===== config.mk =====
export PLATFORM = sky130hd
export DESIGN_NAME = char_stream_tokenizer_flat
export DESIGN_NICKNAME = d
export VERILOG_FILES = /design/src/hw/rtl/cst_pkg.sv /design/src/hw/rtl/cst_if.sv /design/src/hw/rtl/char_stream_tokenizer.sv /design/src/hw/rtl/cst_word_store.sv /design/src/hw/rtl/cst_scan.sv /design/src/hw/rtl/cst_emit.sv /design/src/flat_wrapper.sv
export SDC_FILE = /design/constraint.sdc
export NUM_CORES = 2
export LEC_CHECK = 0
export BUFFER_PORTS_ARGS = -buffer_cell sky130_fd_sc_hd__buf_2
export CAP_MARGIN = 5
export CORE_UTILIZATION = 45
export CTS_CLUSTER_DIAMETER = 50
export DETAILED_ROUTE_END_ITERATION = 10
export HOLD_SLACK_MARGIN = 0.1
export MAX_ROUTING_LAYER = met4
export PLACE_DENSITY = 0.64
export SLEW_MARGIN = 30
export SYNTH_ARGS = -nofsm -noshare
export SYNTH_HDL_FRONTEND = slang
export SYNTH_SLANG_ARGS = --single-unit

===== constraint.sdc =====
create_clock -name clock -period 16.4 [get_ports clock]
set_clock_uncertainty 0.05 [all_clocks]
set_input_delay 1.64 -clock clock [delete_from_list [all_inputs] [get_ports clock]]
set_output_delay 1.64 -clock clock [all_outputs]
set_load 0.05 [all_outputs]

===== src/hw/rtl/cst_pkg.sv =====
package cst_pkg;

   // beat type on the request channel
   localparam logic REQ_CHAR = 1'b0;
   localparam logic REQ_END  = 1'b1;

   // token kinds
   localparam logic [3:0] KIND_SEMI     = 4'd0;
   localparam logic [3:0] KIND_VALUE    = 4'd1;
   localparam logic [3:0] KIND_ASSIGN   = 4'd2;
   localparam logic [3:0] KIND_NAND     = 4'd3;
   localparam logic [3:0] KIND_OUT_INT  = 4'd4;
   localparam logic [3:0] KIND_OUT      = 4'd5;
   localparam logic [3:0] KIND_LPAREN   = 4'd6;
   localparam logic [3:0] KIND_RPAREN   = 4'd7;
   localparam logic [3:0] KIND_LBRACK   = 4'd8;
   localparam logic [3:0] KIND_RBRACK   = 4'd9;
   localparam logic [3:0] KIND_LBRACE   = 4'd10;
   localparam logic [3:0] KIND_RBRACE   = 4'd11;
   localparam logic [3:0] KIND_KEYWORD  = 4'd12;
   localparam logic [3:0] KIND_EOF      = 4'd13;
   localparam logic [3:0] KIND_BAD_CHAR = 4'd14;
   localparam logic [3:0] KIND_TOO_LONG = 4'd15;

   // width of the position fields on the result channel
   localparam int POS_OUT_W = 24;
   // enough to index the rows of the largest keyword buffer
   localparam int ROW_IDX_W = 5;
   localparam logic [3:0] CHUNK_FULL = 4'd8;

   // results owed for one accepted beat: an optional pending token or keyword,
   // then an optional token of its own
   typedef struct packed {
      logic                  pre_vld;
      logic [3:0]            pre_kind;
      logic [63:0]           pre_value;
      logic                  word_vld;
      logic [ROW_IDX_W-1:0]  last_row;
      logic [3:0]            last_chars;
      logic [POS_OUT_W-1:0]  pend_line;
      logic [POS_OUT_W-1:0]  pend_col;
      logic                  post_vld;
      logic [3:0]            post_kind;
      logic [POS_OUT_W-1:0]  post_line;
      logic [POS_OUT_W-1:0]  post_col;
   } cst_job_type;

endpackage


===== src/hw/rtl/cst_if.sv =====
interface cst_req_if;
   logic       valid;
   logic       ready;
   logic       req_type;
   logic [7:0] ch;

   modport source (output valid, req_type, ch, input ready);
   modport sink (input valid, req_type, ch, output ready);
endinterface

interface cst_rsp_if;
   logic        valid;
   logic        ready;
   logic [3:0]  token_kind;
   logic [63:0] token_value;
   logic [3:0]  chunk_chars;
   logic [23:0] start_line;
   logic [23:0] start_col;
   logic        last_of_run;

   modport source (output valid, token_kind, token_value, chunk_chars, start_line,
                   start_col, last_of_run, input ready);
   modport sink (input valid, token_kind, token_value, chunk_chars, start_line,
                 start_col, last_of_run, output ready);
endinterface


===== src/hw/rtl/char_stream_tokenizer.sv =====
// Character stream tokenizer.
// req_bus carries one beat per source character (req_type 0, byte in ch) or an
// end-of-program beat (req_type 1). rsp_bus carries the tokens, each with the
// line and column where it starts; last_of_run marks the final token caused by
// one request beat. Keywords come out as chunks of up to eight packed letters.
// The first token of a request beat passes through the job register, then the
// output register, before it shows on rsp_bus.
// Throughput: one request beat per cycle while rsp_bus takes each token and each
// beat yields at most one token; a beat that yields more holds req_bus.ready low
// until its last token is in the output register, since that register takes one
// token per cycle. A keyword of n letters drains as ceil(n / 8) chunks, one
// word-buffer row read per chunk from the single read port of the buffer memory.
// Reset is synchronous: the scanner returns to idle at line 1, column 1 and no
// token is pending on rsp_bus. The word buffer needs no clearing pass.
// When the receiver stalls, the shown token holds; while no job is in progress,
// beats that yield no token still flow, one more beat that yields tokens is
// taken into the job register, then req_bus.ready drops until it drains.
module char_stream_tokenizer import cst_pkg::*; #(
   parameter int KEYWORD_MAX   = 63,
   parameter int POSITION_BITS = 24
) (
   input  logic       clock,
   input  logic       reset,
   cst_req_if.sink    req_bus,
   cst_rsp_if.source  rsp_bus
);

   localparam int ROWS  = (KEYWORD_MAX + 7) / 8;
   localparam int ROW_W = (ROWS > 1) ? $clog2(ROWS) : 1;

   logic             req_ready;
   logic             job_free;
   logic             job_vld;
   cst_job_type      job;
   logic             wr_en;
   logic [ROW_W-1:0] wr_row;
   logic [63:0]      wr_data;
   logic             rd_en;
   logic [ROW_W-1:0] rd_row;
   logic [63:0]      rd_data;

   cst_scan #(
      .KEYWORD_MAX   (KEYWORD_MAX),
      .POSITION_BITS (POSITION_BITS)
   ) u_scan (
      .clock     (clock),
      .reset     (reset),
      .req_valid (req_bus.valid),
      .req_type  (req_bus.req_type),
      .req_ch    (req_bus.ch),
      .req_ready (req_ready),
      .job_free  (job_free),
      .job_vld   (job_vld),
      .job       (job),
      .wr_en     (wr_en),
      .wr_row    (wr_row),
      .wr_data   (wr_data)
   );

   cst_word_store #(
      .KEYWORD_MAX (KEYWORD_MAX)
   ) u_word_store (
      .clock   (clock),
      .wr_en   (wr_en),
      .wr_row  (wr_row),
      .wr_data (wr_data),
      .rd_en   (rd_en),
      .rd_row  (rd_row),
      .rd_data (rd_data)
   );

   cst_emit #(
      .KEYWORD_MAX (KEYWORD_MAX)
   ) u_emit (
      .clock       (clock),
      .reset       (reset),
      .job_in_vld  (job_vld),
      .job_in      (job),
      .job_free    (job_free),
      .rd_en       (rd_en),
      .rd_row      (rd_row),
      .rd_data     (rd_data),
      .rsp_ready   (rsp_bus.ready),
      .rsp_valid   (rsp_bus.valid),
      .token_kind  (rsp_bus.token_kind),
      .token_value (rsp_bus.token_value),
      .chunk_chars (rsp_bus.chunk_chars),
      .start_line  (rsp_bus.start_line),
      .start_col   (rsp_bus.start_col),
      .last_of_run (rsp_bus.last_of_run)
   );

   assign req_bus.ready = req_ready;

endmodule


===== src/hw/rtl/cst_word_store.sv =====
module cst_word_store #(
   parameter int KEYWORD_MAX = 63
) (
   input  logic        clock,
   input  logic        wr_en,
   input  logic [((KEYWORD_MAX + 7) / 8 > 1 ? $clog2((KEYWORD_MAX + 7) / 8) : 1)-1:0] wr_row,
   input  logic [63:0] wr_data,
   input  logic        rd_en,
   input  logic [((KEYWORD_MAX + 7) / 8 > 1 ? $clog2((KEYWORD_MAX + 7) / 8) : 1)-1:0] rd_row,
   output logic [63:0] rd_data
);

   localparam int ROWS = (KEYWORD_MAX + 7) / 8;

   // eight packed characters per row, first character in the low byte
   logic [63:0] mem [ROWS];
   logic [63:0] rd_data_ff;

   always_ff @(posedge clock) begin
      if (wr_en) begin
         mem[wr_row] <= wr_data;
      end
      if (rd_en) begin
         rd_data_ff <= mem[rd_row];
      end
   end

   assign rd_data = rd_data_ff;

endmodule


===== src/hw/rtl/cst_scan.sv =====
module cst_scan import cst_pkg::*; #(
   parameter int KEYWORD_MAX   = 63,
   parameter int POSITION_BITS = 24
) (
   input  logic        clock,
   input  logic        reset,
   input  logic        req_valid,
   input  logic        req_type,
   input  logic [7:0]  req_ch,
   output logic        req_ready,
   input  logic        job_free,
   output logic        job_vld,
   output cst_job_type job,
   output logic        wr_en,
   output logic [((KEYWORD_MAX + 7) / 8 > 1 ? $clog2((KEYWORD_MAX + 7) / 8) : 1)-1:0] wr_row,
   output logic [63:0] wr_data
);

   localparam int LEN_W = $clog2(KEYWORD_MAX + 1);
   localparam int ROWS  = (KEYWORD_MAX + 7) / 8;
   localparam int ROW_W = (ROWS > 1) ? $clog2(ROWS) : 1;

   localparam logic [7:0] CH_NL     = 8'h0a;
   localparam logic [7:0] CH_TAB    = 8'h09;
   localparam logic [7:0] CH_SPACE  = 8'h20;
   localparam logic [7:0] CH_SEMI   = 8'h3b;
   localparam logic [7:0] CH_EQ     = 8'h3d;
   localparam logic [7:0] CH_CARET  = 8'h5e;
   localparam logic [7:0] CH_GT     = 8'h3e;
   localparam logic [7:0] CH_LPAREN = 8'h28;
   localparam logic [7:0] CH_RPAREN = 8'h29;
   localparam logic [7:0] CH_LBRACK = 8'h5b;
   localparam logic [7:0] CH_RBRACK = 8'h5d;
   localparam logic [7:0] CH_LBRACE = 8'h7b;
   localparam logic [7:0] CH_RBRACE = 8'h7d;
   localparam logic [7:0] CH_ZERO   = 8'h30;
   localparam logic [7:0] CH_NINE   = 8'h39;
   localparam logic [7:0] CH_A      = 8'h61;
   localparam logic [7:0] CH_Z      = 8'h7a;

   typedef enum logic [2:0] {
      MODE_IDLE,
      MODE_NUM,
      MODE_WORD,
      MODE_GT,
      MODE_ERR
   } mode_type;

   mode_type                 mode_ff, mode_in;
   logic [63:0]              num_ff, num_in;
   logic [LEN_W-1:0]         wlen_ff, wlen_in;
   logic [63:0]              row_buf_ff, row_buf_in;
   logic [POSITION_BITS-1:0] line_ff, line_in;
   logic [POSITION_BITS-1:0] col_ff, col_in;
   logic [POSITION_BITS-1:0] pline_ff, pline_in;
   logic [POSITION_BITS-1:0] pcol_ff, pcol_in;

   logic                     accept;
   logic                     is_digit;
   logic                     is_lower;
   logic                     is_ws;
   logic                     punct_vld;
   logic [3:0]               punct_kind;
   logic                     consumed;
   logic [63:0]              num_next;
   logic [LEN_W-1:0]         wlen_m1;
   cst_job_type              flush_job;

   function automatic logic [POS_OUT_W-1:0] pos_out(input logic [POSITION_BITS-1:0] v);
      logic [POSITION_BITS+POS_OUT_W-1:0] wide;
      wide = {{POS_OUT_W{1'b0}}, v};
      return wide[POS_OUT_W-1:0];
   endfunction

   function automatic logic [POSITION_BITS-1:0] pos_inc(input logic [POSITION_BITS-1:0] v);
      return (v == {POSITION_BITS{1'b1}}) ? v : v + POSITION_BITS'(1);
   endfunction

   assign accept    = req_valid && job_free;
   assign req_ready = job_free;

   assign is_digit = (req_ch >= CH_ZERO) && (req_ch <= CH_NINE);
   assign is_lower = (req_ch >= CH_A) && (req_ch <= CH_Z);
   assign is_ws    = (req_ch == CH_NL) || (req_ch == CH_SPACE) || (req_ch == CH_TAB);
   // times ten as two shifted adds
   assign num_next = (num_ff << 3) + (num_ff << 1) + 64'(req_ch[3:0]);
   assign wlen_m1  = wlen_ff - LEN_W'(1);

   always_comb begin
      punct_vld  = 1'b1;
      punct_kind = KIND_SEMI;
      unique case (req_ch)
         CH_SEMI:   punct_kind = KIND_SEMI;
         CH_EQ:     punct_kind = KIND_ASSIGN;
         CH_CARET:  punct_kind = KIND_NAND;
         CH_LPAREN: punct_kind = KIND_LPAREN;
         CH_RPAREN: punct_kind = KIND_RPAREN;
         CH_LBRACK: punct_kind = KIND_LBRACK;
         CH_RBRACK: punct_kind = KIND_RBRACK;
         CH_LBRACE: punct_kind = KIND_LBRACE;
         CH_RBRACE: punct_kind = KIND_RBRACE;
         default:   punct_vld = 1'b0;
      endcase
   end

   // what the pending token turns into when something ends it
   always_comb begin
      flush_job            = '0;
      flush_job.pre_vld    = (mode_ff == MODE_NUM) || (mode_ff == MODE_GT);
      flush_job.pre_kind   = (mode_ff == MODE_NUM) ? KIND_VALUE : KIND_OUT;
      flush_job.pre_value  = (mode_ff == MODE_NUM) ? num_ff : 64'd0;
      flush_job.word_vld   = (mode_ff == MODE_WORD);
      flush_job.last_row   = ROW_IDX_W'(wlen_m1 >> 3);
      flush_job.last_chars = {1'b0, wlen_m1[2:0]} + 4'd1;
      flush_job.pend_line  = pos_out(pline_ff);
      flush_job.pend_col   = pos_out(pcol_ff);
   end

   always_comb begin
      mode_in    = mode_ff;
      num_in     = num_ff;
      wlen_in    = wlen_ff;
      row_buf_in = row_buf_ff;
      line_in    = line_ff;
      col_in     = col_ff;
      pline_in   = pline_ff;
      pcol_in    = pcol_ff;
      job        = '0;
      consumed   = 1'b0;
      wr_en      = 1'b0;
      wr_row     = ROW_W'(wlen_ff >> 3);
      // append into the row being filled, a fresh row starts from zero
      wr_data    = (wlen_ff[2:0] == 3'd0) ? {56'd0, req_ch}
                                          : row_buf_ff | (64'(req_ch) << {wlen_ff[2:0], 3'b000});

      if (accept) begin
         if (req_type == REQ_END) begin
            job           = flush_job;
            job.post_vld  = 1'b1;
            job.post_kind = KIND_EOF;
            job.post_line = pos_out(line_ff);
            job.post_col  = pos_out(col_ff);
            mode_in       = MODE_IDLE;
            num_in        = '0;
            wlen_in       = '0;
            line_in       = POSITION_BITS'(1);
            col_in        = POSITION_BITS'(1);
            pline_in      = POSITION_BITS'(1);
            pcol_in       = POSITION_BITS'(1);
         end else if (mode_ff != MODE_ERR) begin
            if (mode_ff == MODE_NUM && is_digit) begin
               num_in   = num_next;
               consumed = 1'b1;
            end else if (mode_ff == MODE_WORD && is_lower) begin
               if (wlen_ff >= LEN_W'(KEYWORD_MAX)) begin
                  job.post_vld  = 1'b1;
                  job.post_kind = KIND_TOO_LONG;
                  job.post_line = pos_out(pline_ff);
                  job.post_col  = pos_out(pcol_ff);
                  wlen_in       = '0;
                  mode_in       = MODE_ERR;
               end else begin
                  wr_en      = 1'b1;
                  row_buf_in = wr_data;
                  wlen_in    = wlen_ff + LEN_W'(1);
               end
               consumed = 1'b1;
            end else if (mode_ff == MODE_GT && req_ch == CH_ZERO) begin
               job.post_vld  = 1'b1;
               job.post_kind = KIND_OUT_INT;
               job.post_line = pos_out(pline_ff);
               job.post_col  = pos_out(pcol_ff);
               mode_in       = MODE_IDLE;
               consumed      = 1'b1;
            end

            if (!consumed) begin
               job     = flush_job;
               mode_in = MODE_IDLE;
               num_in  = '0;
               wlen_in = '0;
               if (is_ws) begin
                  mode_in = MODE_IDLE;
               end else if (punct_vld) begin
                  job.post_vld  = 1'b1;
                  job.post_kind = punct_kind;
                  job.post_line = pos_out(line_ff);
                  job.post_col  = pos_out(col_ff);
               end else begin
                  pline_in = line_ff;
                  pcol_in  = col_ff;
                  if (is_digit) begin
                     mode_in = MODE_NUM;
                     num_in  = 64'(req_ch[3:0]);
                  end else if (is_lower) begin
                     mode_in    = MODE_WORD;
                     wr_en      = 1'b1;
                     wr_row     = '0;
                     wr_data    = {56'd0, req_ch};
                     row_buf_in = {56'd0, req_ch};
                     wlen_in    = LEN_W'(1);
                  end else if (req_ch == CH_GT) begin
                     mode_in = MODE_GT;
                  end else begin
                     job.post_vld  = 1'b1;
                     job.post_kind = KIND_BAD_CHAR;
                     job.post_line = pos_out(line_ff);
                     job.post_col  = pos_out(col_ff);
                     mode_in       = MODE_ERR;
                  end
               end
            end

            if (req_ch == CH_NL) begin
               line_in = pos_inc(line_ff);
               col_in  = POSITION_BITS'(1);
            end else begin
               col_in = pos_inc(col_ff);
            end
         end
      end
   end

   assign job_vld = job.pre_vld || job.word_vld || job.post_vld;

   always_ff @(posedge clock) begin
      if (reset) begin
         mode_ff  <= MODE_IDLE;
         num_ff   <= '0;
         wlen_ff  <= '0;
         line_ff  <= POSITION_BITS'(1);
         col_ff   <= POSITION_BITS'(1);
         pline_ff <= POSITION_BITS'(1);
         pcol_ff  <= POSITION_BITS'(1);
      end else begin
         mode_ff  <= mode_in;
         num_ff   <= num_in;
         wlen_ff  <= wlen_in;
         line_ff  <= line_in;
         col_ff   <= col_in;
         pline_ff <= pline_in;
         pcol_ff  <= pcol_in;
      end
   end

   always_ff @(posedge clock) begin
      row_buf_ff <= row_buf_in;
   end

endmodule


===== src/hw/rtl/cst_emit.sv =====
module cst_emit import cst_pkg::*; #(
   parameter int KEYWORD_MAX = 63
) (
   input  logic        clock,
   input  logic        reset,
   input  logic        job_in_vld,
   input  cst_job_type job_in,
   output logic        job_free,
   output logic        rd_en,
   output logic [((KEYWORD_MAX + 7) / 8 > 1 ? $clog2((KEYWORD_MAX + 7) / 8) : 1)-1:0] rd_row,
   input  logic [63:0] rd_data,
   input  logic        rsp_ready,
   output logic        rsp_valid,
   output logic [3:0]  token_kind,
   output logic [63:0] token_value,
   output logic [3:0]  chunk_chars,
   output logic [POS_OUT_W-1:0] start_line,
   output logic [POS_OUT_W-1:0] start_col,
   output logic        last_of_run
);

   localparam int ROWS  = (KEYWORD_MAX + 7) / 8;
   localparam int ROW_W = (ROWS > 1) ? $clog2(ROWS) : 1;

   typedef enum logic [1:0] {
      EM_IDLE,
      EM_PRE,
      EM_WORD,
      EM_POST
   } em_state_type;

   em_state_type         state_ff, state_in;
   cst_job_type          job_ff;
   logic [ROW_W-1:0]     rd_row_ff;
   logic                 rsp_vld_ff;
   logic [3:0]           kind_ff;
   logic [63:0]          value_ff;
   logic [3:0]           chunk_ff;
   logic [POS_OUT_W-1:0] line_ff;
   logic [POS_OUT_W-1:0] col_ff;
   logic                 last_ff;

   logic                 out_free;
   logic                 emit_now;
   logic                 at_last;
   logic                 cur_last;
   logic [3:0]           cur_kind;
   logic [63:0]          cur_value;
   logic [3:0]           cur_chunk;
   logic [POS_OUT_W-1:0] cur_line;
   logic [POS_OUT_W-1:0] cur_col;
   em_state_type         start_state;

   assign out_free = !rsp_vld_ff || rsp_ready;
   assign at_last  = (rd_row_ff == job_ff.last_row[ROW_W-1:0]);

   always_comb begin
      cur_kind  = KIND_EOF;
      cur_value = '0;
      cur_chunk = '0;
      cur_line  = job_ff.pend_line;
      cur_col   = job_ff.pend_col;
      cur_last  = 1'b0;
      state_in  = EM_IDLE;
      unique case (state_ff)
         EM_PRE: begin
            cur_kind  = job_ff.pre_kind;
            cur_value = job_ff.pre_value;
            cur_last  = !job_ff.post_vld;
            state_in  = job_ff.post_vld ? EM_POST : EM_IDLE;
         end
         EM_WORD: begin
            cur_kind  = KIND_KEYWORD;
            cur_value = rd_data;
            cur_chunk = at_last ? job_ff.last_chars : CHUNK_FULL;
            cur_last  = at_last && !job_ff.post_vld;
            if (!at_last) begin
               state_in = EM_WORD;
            end else if (job_ff.post_vld) begin
               state_in = EM_POST;
            end else begin
               state_in = EM_IDLE;
            end
         end
         EM_POST: begin
            cur_kind = job_ff.post_kind;
            cur_line = job_ff.post_line;
            cur_col  = job_ff.post_col;
            cur_last = 1'b1;
            state_in = EM_IDLE;
         end
         default: begin
            state_in = EM_IDLE;
         end
      endcase
   end

   assign emit_now = (state_ff != EM_IDLE) && out_free;
   assign job_free = (state_ff == EM_IDLE) || (emit_now && cur_last);

   always_comb begin
      if (job_in.pre_vld) begin
         start_state = EM_PRE;
      end else if (job_in.word_vld) begin
         start_state = EM_WORD;
      end else begin
         start_state = EM_POST;
      end
   end

   // row 0 is fetched as the job loads, each shown chunk fetches the next row
   assign rd_en  = (job_in_vld && job_in.word_vld)
                || (emit_now && state_ff == EM_WORD && !at_last);
   assign rd_row = job_in_vld ? '0 : rd_row_ff + ROW_W'(1);

   always_ff @(posedge clock) begin
      if (reset) begin
         state_ff   <= EM_IDLE;
         rsp_vld_ff <= 1'b0;
      end else begin
         if (emit_now) begin
            rsp_vld_ff <= 1'b1;
            kind_ff    <= cur_kind;
            value_ff   <= cur_value;
            chunk_ff   <= cur_chunk;
            line_ff    <= cur_line;
            col_ff     <= cur_col;
            last_ff    <= cur_last;
         end else if (rsp_ready) begin
            rsp_vld_ff <= 1'b0;
         end

         if (job_in_vld) begin
            job_ff    <= job_in;
            rd_row_ff <= '0;
            state_ff  <= start_state;
         end else if (emit_now) begin
            state_ff <= state_in;
            if (state_ff == EM_WORD && !at_last) begin
               rd_row_ff <= rd_row_ff + ROW_W'(1);
            end
         end
      end
   end

   assign rsp_valid   = rsp_vld_ff;
   assign token_kind  = kind_ff;
   assign token_value = value_ff;
   assign chunk_chars = chunk_ff;
   assign start_line  = line_ff;
   assign start_col   = col_ff;
   assign last_of_run = last_ff;

endmodule


===== src/flat_wrapper.sv =====
// flat-port wrapper written by rule: the top's interface ports become plain ports
module char_stream_tokenizer_flat import cst_pkg::*;
#(
   parameter int KEYWORD_MAX   = 63,
   parameter int POSITION_BITS = 24
)
  (clock, reset, req_bus_valid, req_bus_req_type, req_bus_ch, req_bus_ready, rsp_bus_valid, rsp_bus_token_kind, rsp_bus_token_value, rsp_bus_chunk_chars, rsp_bus_start_line, rsp_bus_start_col, rsp_bus_last_of_run, rsp_bus_ready);
  cst_req_if req_bus_i ();
  cst_rsp_if rsp_bus_i ();
  input  logic clock;
  input  logic reset;
  input wire logic [$bits(req_bus_i.valid)-1:0] req_bus_valid;
  input wire logic [$bits(req_bus_i.req_type)-1:0] req_bus_req_type;
  input wire logic [$bits(req_bus_i.ch)-1:0] req_bus_ch;
  output wire logic [$bits(req_bus_i.ready)-1:0] req_bus_ready;
  output wire logic [$bits(rsp_bus_i.valid)-1:0] rsp_bus_valid;
  output wire logic [$bits(rsp_bus_i.token_kind)-1:0] rsp_bus_token_kind;
  output wire logic [$bits(rsp_bus_i.token_value)-1:0] rsp_bus_token_value;
  output wire logic [$bits(rsp_bus_i.chunk_chars)-1:0] rsp_bus_chunk_chars;
  output wire logic [$bits(rsp_bus_i.start_line)-1:0] rsp_bus_start_line;
  output wire logic [$bits(rsp_bus_i.start_col)-1:0] rsp_bus_start_col;
  output wire logic [$bits(rsp_bus_i.last_of_run)-1:0] rsp_bus_last_of_run;
  input wire logic [$bits(rsp_bus_i.ready)-1:0] rsp_bus_ready;
  assign req_bus_i.valid = req_bus_valid;
  assign req_bus_i.req_type = req_bus_req_type;
  assign req_bus_i.ch = req_bus_ch;
  assign req_bus_ready = req_bus_i.ready;
  assign rsp_bus_valid = rsp_bus_i.valid;
  assign rsp_bus_token_kind = rsp_bus_i.token_kind;
  assign rsp_bus_token_value = rsp_bus_i.token_value;
  assign rsp_bus_chunk_chars = rsp_bus_i.chunk_chars;
  assign rsp_bus_start_line = rsp_bus_i.start_line;
  assign rsp_bus_start_col = rsp_bus_i.start_col;
  assign rsp_bus_last_of_run = rsp_bus_i.last_of_run;
  assign rsp_bus_i.ready = rsp_bus_ready;
  char_stream_tokenizer #(.KEYWORD_MAX(KEYWORD_MAX), .POSITION_BITS(POSITION_BITS)) u_core (.clock(clock), .reset(reset), .req_bus(req_bus_i), .rsp_bus(rsp_bus_i));
endmodule

; Yosys cells after proc, flatten, opt, wreduce, memory -nomap -nowiden
; Memory sizes are Yosys's and may differ from the RTL's. A register that Yosys moved wholly into a read port is not among the register bits.
; Index checks and enable logic that the tools add are counted.
[op_classes]
muxes = 126
multipliers = 0
shift = 1
reduce_logical = 45
n_eq_ne = 34
bitwise_logic = 5
order_cmp = 5
div = 0
n_addsub = 8
[op_table]
columns = operator, n
row1 = 2-to-1 mux 64 bit, 22
row2 = 2-to-1 mux 180 bit, 4
row3 = 2-to-1 mux 24 bit, 20
row4 = 2-to-1 mux 53 bit, 9
row5 = one-hot mux 64 bit (2 select lines), 1
row6 = 2-to-1 mux 3 bit, 24
row7 = adder 64 x 4 -> 64 bit, 1
row8 = adder 64 bit, 1
row9 = OR 64 bit, 1
row10 = << shifter 8 x 6 -> 64 bit, 1
row11 = "== test 8 x 6 -> 1 bit, second input constant", 7
row12 = "adder 24 x 1 -> 24 bit, second input constant", 2
row13 = "== test 24 bit, second input constant", 2
row14 = "== test 8 x 7 -> 1 bit, second input constant", 5
row15 = 2-to-1 mux 6 bit, 6
row16 = one-hot mux 4 bit (8 select lines), 1
row17 = 2-to-1 mux 1 bit, 27
row18 = "== test 8 x 4 -> 1 bit, second input constant", 2
row19 = 2-to-1 mux 4 bit, 4
row20 = "inequality test 3 bit, second input constant", 5
row21 = logical AND 1 bit, 13
row22 = one-hot mux 4 bit (3 select lines), 1
row23 = AND reduction 3 bit, 4
row24 = nonzero test 2 bit, 6
row25 = other kinds (29), 55
[word_totals]
in_bits = 13
output_inout_bits = 123
ramBits = 512
n_memories = 1
word_cells = 254
rom_bits = 0
register_bits = 536
latchBits = 0
[mem_list]
columns = name, words, width, read_ports, rd_ports_with_merged_regs, wr, line_no
row1 = u_core.u_word_store.mem, 8, 64, 1, 1, 1, cst_word_store.sv:16  ; logic [63:0] mem [ROWS];

; Longest topological paths before layout
[depth]
word_depth = 16
ltp_mapped = 15
depth_no_buf = 12

; Hierarchy
; A second synthesis with hierarchy kept.
[unflattened]
cells_unflattened = 3528
area_unflattened_um2 = 48821.8
[by_module_without_submodules]
columns = module, seq_area_each_um2, cells_per_inst, area_per_inst_um2, n_inst
row1 = cst_word_store, 17296.6, 816, 21187.8, 1
row2 = cst_scan, 5305.1, 2141, 16808.6, 1
row3 = cst_emit, 9068.7, 571, 10825.4, 1

; Worst setup path before layout
; Ideal clock, no wire load.
[synth_timing]
kind = input to register
startpoint = input req_bus_ch[2]
endpoint = register u_core.u_emit.job_ff[0] (netlist bit) (enable)
cell_stages = 7
path_slack_ns = 5.358
arrival_time_ns = 10.281
setup_time_ns = 0.711
required_time_ns = 15.639
path_buffers = 0
path_cell_list = or4_4 > o221ai_4 > o311a_1 > o31a_1 > or2_1 > o21ai_2 > nor2_1
[synth_between]
elab_chain_cells = 15
word_cells_on_any_way = 48
classes_between = 4 x order compare / 14 x eq/ne / 19 x mux / 11 x reduce/logical
[synth_rtl]
columns = item, line_no
row1 = start: declaration, flat_wrapper.sv:14  ; input wire logic [$bits(req_bus_i.ch)-1:0] req_bus_ch;
row2 = ">= comparator 8 x 7 -> 1 bit, or another cell as far along", cst_scan.sv:83  ; assign is_lower = (req_ch >= CH_A) && (req_ch <= CH_Z);
row3 = logical AND 1 bit (on tied branches), "cst_scan.sv:83, cst_scan.sv:168"
row4 = logical AND 1 bit or 2-to-1 mux 1 bit (tied branches), "cst_scan.sv:154, cst_scan.sv:168"
row5 = 2-to-1 mux 1 bit, cst_scan.sv:154  ; end else if (mode_ff == MODE_WORD && is_lower) begin
row6 = 2-to-1 mux 1 bit, cst_scan.sv:151  ; if (mode_ff == MODE_NUM && is_digit) begin
row7 = 2-to-1 mux 1 bit, cst_scan.sv:150  ; end else if (mode_ff != MODE_ERR) begin
row8 = 2-to-1 mux 1 bit, cst_scan.sv:137  ; if (req_type == REQ_END) begin
row9 = 2-to-1 mux 1 bit, cst_scan.sv:136  ; if (accept) begin
row10 = 2-to-1 mux 180 bit *, cst_scan.sv:177  ; if (!consumed) begin
row11 = 2-to-1 mux 180 bit *, cst_scan.sv:150
row12 = 2-to-1 mux 180 bit *, cst_scan.sv:137
row13 = 2-to-1 mux 180 bit *, cst_scan.sv:136
row14 = logical OR 1 bit, cst_scan.sv:224  ; assign job_vld = job.pre_vld || job.word_vld || job.post_vld;
row15 = logical OR 1 bit *, cst_scan.sv:224
row16 = AND reduction 2 bit (no line) *, n/a
row17 = end signal: assignment, cst_emit.sv:134  ; job_ff <= job_in;
row18 = end: declaration, cst_emit.sv:33  ; cst_job_type job_ff;
; Every way passes the cells marked *; elsewhere a longest branch is shown, timed or not. The select of a mux whose other input is x is not followed.
; A chain may end at the register's enable or synchronous reset.

; Worst setup path after layout
[layout_timing]
startpoint = input req_bus_ch[2]
endpoint = register u_core.u_word_store.rd_data_ff[22] (netlist: u_core.u_word_store.rd_data[22]) (read register of u_core.u_word_store.mem) (data pin)
[layout_between]
elab_chain_cells = 16
word_cells_on_any_way = 50
classes_between = 4 x order compare / 14 x eq/ne / 20 x mux / 12 x reduce/logical
[layout_rtl]
columns = item, line_no
row1 = ">= comparator 8 x 7 -> 1 bit, or another cell as far along", cst_scan.sv:83
row2 = logical AND 1 bit (on tied branches), "cst_scan.sv:83, cst_scan.sv:168"
row3 = logical AND 1 bit or 2-to-1 mux 1 bit (tied branches), "cst_scan.sv:154, cst_scan.sv:168"
row4 = 2-to-1 mux 1 bit, cst_scan.sv:154
row5 = 2-to-1 mux 1 bit, cst_scan.sv:151
row6 = 2-to-1 mux 1 bit, cst_scan.sv:150
row7 = 2-to-1 mux 1 bit, cst_scan.sv:137
row8 = 2-to-1 mux 1 bit, cst_scan.sv:136
row9 = 2-to-1 mux 180 bit *, cst_scan.sv:177
row10 = 2-to-1 mux 180 bit *, cst_scan.sv:150
row11 = 2-to-1 mux 180 bit *, cst_scan.sv:137
row12 = 2-to-1 mux 180 bit *, cst_scan.sv:136
row13 = logical OR 1 bit (2 in a row), cst_scan.sv:224
row14 = logical AND 1 bit, cst_emit.sv:112  ; assign rd_en = (job_in_vld && job_in.word_vld)
row15 = logical OR 1 bit, cst_emit.sv:113  ; || (emit_now && state_ff == EM_WORD && !at_last);
row16 = end: declaration, cst_word_store.sv:17  ; logic [63:0] rd_data_ff;
; Marked as above.

==> flow_metrics.env <==
export IMPL_die_x_um=331
export IMPL_portBuffers=135
export IMPL_num_vias=32033
export IMPL_syn_nets=3966
export IMPL_clk_pin_slew_ps=60
export IMPL_area_growth_pct=11.8
export IMPL_synth_area_mm2=0.0487
export IMPL_htree_levels=3
export IMPL_finalSetupViolCount=0
export IMPL_final_min_clock_period_ps=5790
export IMPL_startpoint_type="primary input"
export IMPL_setup_worst_path_end="u_core.u_word_store.rd_data[22]"
export IMPL_fp_row_count=120
export IMPL_start_util_pct=45.5
export IMPL_yosysTopAreaCell="edfxtp_1"
export IMPL_io_pins=136
export IMPL_cp_end_kind="register"
export IMPL_grt_max_degree=87
export IMPL_via_per_inst=5.97
export IMPL_numCtsBuffers=115
export IMPL_synth_seq_cells=1110
export IMPL_grt_use_met3_pct=3.80
export IMPL_antenna_found_initial=10
export IMPL_fin_crit_sh_pct=35.3
export IMPL_worst_path_buf_inv=3
export IMPL_final_fill_count=9178
export IMPL_async_reset_ff_share_pct=0
export IMPL_drive_gt1_share_pct=12.4
export IMPL_crit_slowest_cell="or2_4"
export IMPL_synth_edf_count=938
export IMPL_drv_cap=0
export IMPL_grt_pass1_vias=30470
export IMPL_core_mm2=0.107
export IMPL_grt_pass1_wl_um=191000
export IMPL_clkLatencyLatePin_ps=710
export IMPL_hold_path_class="reg -> reg"
export IMPL_r2r_setup_slack_ps=10810
export IMPL_drt_pass1_iterations=5
export IMPL_fp_dieArea_mm2=0.110
export IMPL_cp_cell_sequence="buf_2, or4_4, o221ai_4, o21ai_1, a2bb2oi_1, o31a_1, or2_4, inv_2, buf_4, nand2_1, a22oi_1, a21o_1"
export IMPL_powerDensity_mw_per_mm2=153
export IMPL_gp_congestion=0.922
export IMPL_ff2ff_path_depth=11
export IMPL_ys_flop_type="edfxtp_1"
export IMPL_hold_ws_ps=410
export IMPL_cp_depth=12
export IMPL_ctsResizeCount=0
export IMPL_synth_top_area_share_pct=57.8
export IMPL_grt_usage_pct=23.7
export IMPL_vdd_ir_drop_max_v=0.000103
export IMPL_r2r_start="u_core.u_emit.state_ff[1]"
export IMPL_synth_distinct_cells=86
export IMPL_max_freq_mhz=173
export IMPL_drv_slew=0
export IMPL_clock_path_buffers=3
export IMPL_die_h_um=331
export IMPL_cts_hold_buf=0
export IMPL_syn_instance_count=3819
export IMPL_post_cts_buffers=0
export IMPL_drtAntennaViolNets=0
export IMPL_clockRootBuffer="clkbuf_16"
export IMPL_wirelength_um=127000
export IMPL_dp_hpwl_um=76700
export IMPL_max_slew_margin_rel_pct=32.3
export IMPL_drc_errors=0
export IMPL_clock_sinks=1110
export IMPL_met2_usage_pct=35.2
export IMPL_hold_viol=0
export IMPL_grt_util_met1_pct=33.7
export IMPL_path_class="in -> reg"
export IMPL_postSynthAreaPerCell_um2=12.8
export IMPL_rr_endpoint="u_core.u_word_store.mem[5][10]"
export IMPL_critPathMaxStageDelay_ps=770
export IMPL_path_max_fanout=56
export IMPL_fin_nets=4005
export IMPL_tns_ps=0
export IMPL_p_leak_nw=20.0
export IMPL_wire_per_inst_um=23.7
export IMPL_status="finished, final reports clean"
export IMPL_grt_remaining_overflow=0
export IMPL_ys_seq_area_share_pct=64.8
export IMPL_critPathRequiredTime_ps=16800
export IMPL_hold_path_cell_count=2
export IMPL_setup_worst_path_start="req_bus_ch[2]"
export IMPL_busiest_layer="met2"
export IMPL_rsz0062_at_grt="no"
export IMPL_initialDrtViolationCount=3397
export IMPL_crit_family="simple AND/OR/NAND/NOR gates"
export IMPL_cts_tree="built"
export IMPL_yosys_warnings=0
export IMPL_critPathArrivalTime_ps=6190
export IMPL_worstMarginPinSlew_ps=1020
export IMPL_synth_area_top_cells="edfxtp_1 58%, dfxtp_1 7.1%, ha_1 3.4%, a22oi_1 3.0%, mux2i_1 2.8%"
[final cells by class]
cell class                      instances  area (µm²)  share of cell area (%)
Clock buffer                          150        3080                    5.65
Sequential cell                      1110       31600                    58.0
Inverter                               28         106                   0.195
Multi-Input combinational cell       2411       16100                    29.5
Clock inverter                         68         682                    1.25
Tap cell                             1403        1760                    3.22
Antenna cell                            8        20.0                  0.0367
Timing Repair Buffer                  192        1190                    2.19
[cell families (layout without fill, tap and decap cells)]
kind of cell / count (synthesis) / after routing / share of synthesized area (%)
and+or+nand+nor: 1035 / 1035 / 10.3
buffers and inverters: 298 / 438 / 2.57
AOI/OAI and AO/OA: 956 / 956 / 13.1
muxes: 182 / 182 / 3.86
other: 0 / 8 / 0
adders and majority gates: 134 / 134 / 3.47
xor gates and xnor gates: 104 / 104 / 1.87
DFF: 1110 / 1110 / 64.8
[tightest hold or removal path, stage by stage (launching register included)]
cell	delay, ps
dfxtp_1	310
nand2_1	50
a21oi_1	50
[state kept, by name, indices dropped and copies added, names as in the netlist, 24 cells and up]
name / count
u_core.u_scan.pline_ff: 24
u_core.u_scan.row_buf_ff: 64
u_core.u_emit.job_ff: 174
u_core.u_scan.pcol_ff: 24
u_core.u_scan.line_ff: 24
u_core.u_word_store.mem: 512
u_core.u_scan.col_ff: 24
u_core.u_emit.start_col: 24
u_core.u_emit.start_line: 24
u_core.u_emit.token_value: 64
u_core.u_word_store.rd_data: 64
u_core.u_scan.num_ff: 64
[cells in the final DEF (no fill, tap or decap), types with 59 or more instances in the layout]
| cell | Yosys | layout |
|---|---|---|
| edfxtp_1 | 938 | 938 |
| nand2_1 | 277 | 275 |
| nor2_1 | 273 | 265 |
| a21oi_1 | 254 | 253 |
| a22oi_1 | 197 | 197 |
| dfxtp_1 | 172 | 172 |
| and3_1 | 138 | 138 |
| mux2i_1 | 134 | 134 |
| buf_2 | 37 | 134 |
| o22ai_1 | 129 | 129 |
| ha_1 | 132 | 128 |
| clkbuf_16 | 0 | 115 |
| a21o_1 | 98 | 98 |
| nand3_1 | 94 | 94 |
| o21ai_0 | 77 | 77 |
| nor2b_1 | 74 | 73 |
| xor2_1 | 59 | 59 |
[worst min path at each step]
stage                          startpoint                          to  slack [ps]
3_3_place_gp    u_core.u_scan.pcol_ff[13]   u_core.u_scan.pcol_ff[13]         400
2_1_floorplan    u_core.u_scan.num_ff[63]    u_core.u_scan.num_ff[63]         380
3_5_place_dp     u_core.u_scan.pcol_ff[2]    u_core.u_scan.pcol_ff[2]         400
5_1_grt        u_core.u_scan.pline_ff[17]  u_core.u_scan.pline_ff[17]         430
4_1_cts          u_core.u_scan.pcol_ff[7]    u_core.u_scan.pcol_ff[7]         410
6_report         u_core.u_scan.pcol_ff[6]    u_core.u_scan.pcol_ff[6]         410
[power by group]
group	switching (mW)	leakage, nW	internal, mW
logic	1.58	8.11	0.597
registers	0.104	10.1	3.49
clock network	1.11	1.83	1.48
[synth_stat cells, types with 16 or more instances]
master and instances:
nand4_1 30, nand2_1 277, mux2i_1 134, xnor2_1 45, ha_1 132, or3_1 17, buf_2 37, and4_1 16
clkbuf_1 201, a21oi_2 16, a22oi_1 197, buf_1 16, a21oi_1 254, nor3_1 45, xor2_1 59, edfxtp_1 938
o22ai_1 129, mux2_2 48, a22o_1 55, and2_1 18, dfxtp_1 172, and3_1 138, inv_1 24, a21o_1 98
nor2_1 273, nand3_1 94, o21ai_0 77, nor2b_1 74
[per-stage QoR]
step / setup WS, ps / util (%) / total power, mW / instances / area, µm²
2_1_floorplan: 5360 / - / 5.17 / 3819 / 48700
3_3_place_gp: 10160 / 47.2 / 5.76 / 5140 / 50600
3_5_place_dp: 9970 / 47.3 / 5.81 / 5144 / 50700
4_1_cts: 10720 / 50.8 / 8.39 / 5362 / 54500
5_1_grt: 10360 / 50.8 / 8.67 / 5369 / 54500
6_report: 10610 / 50.8 / 8.36 / 5370 / 54500
[routing by layer]
layer	up-vias	routed length (µm)
li1	14639	-
met1	15967	56700
met2	1243	57700
met3	184	9750
met4	0	2940
met5	-	0
Power figures use the tool's default switching activity.
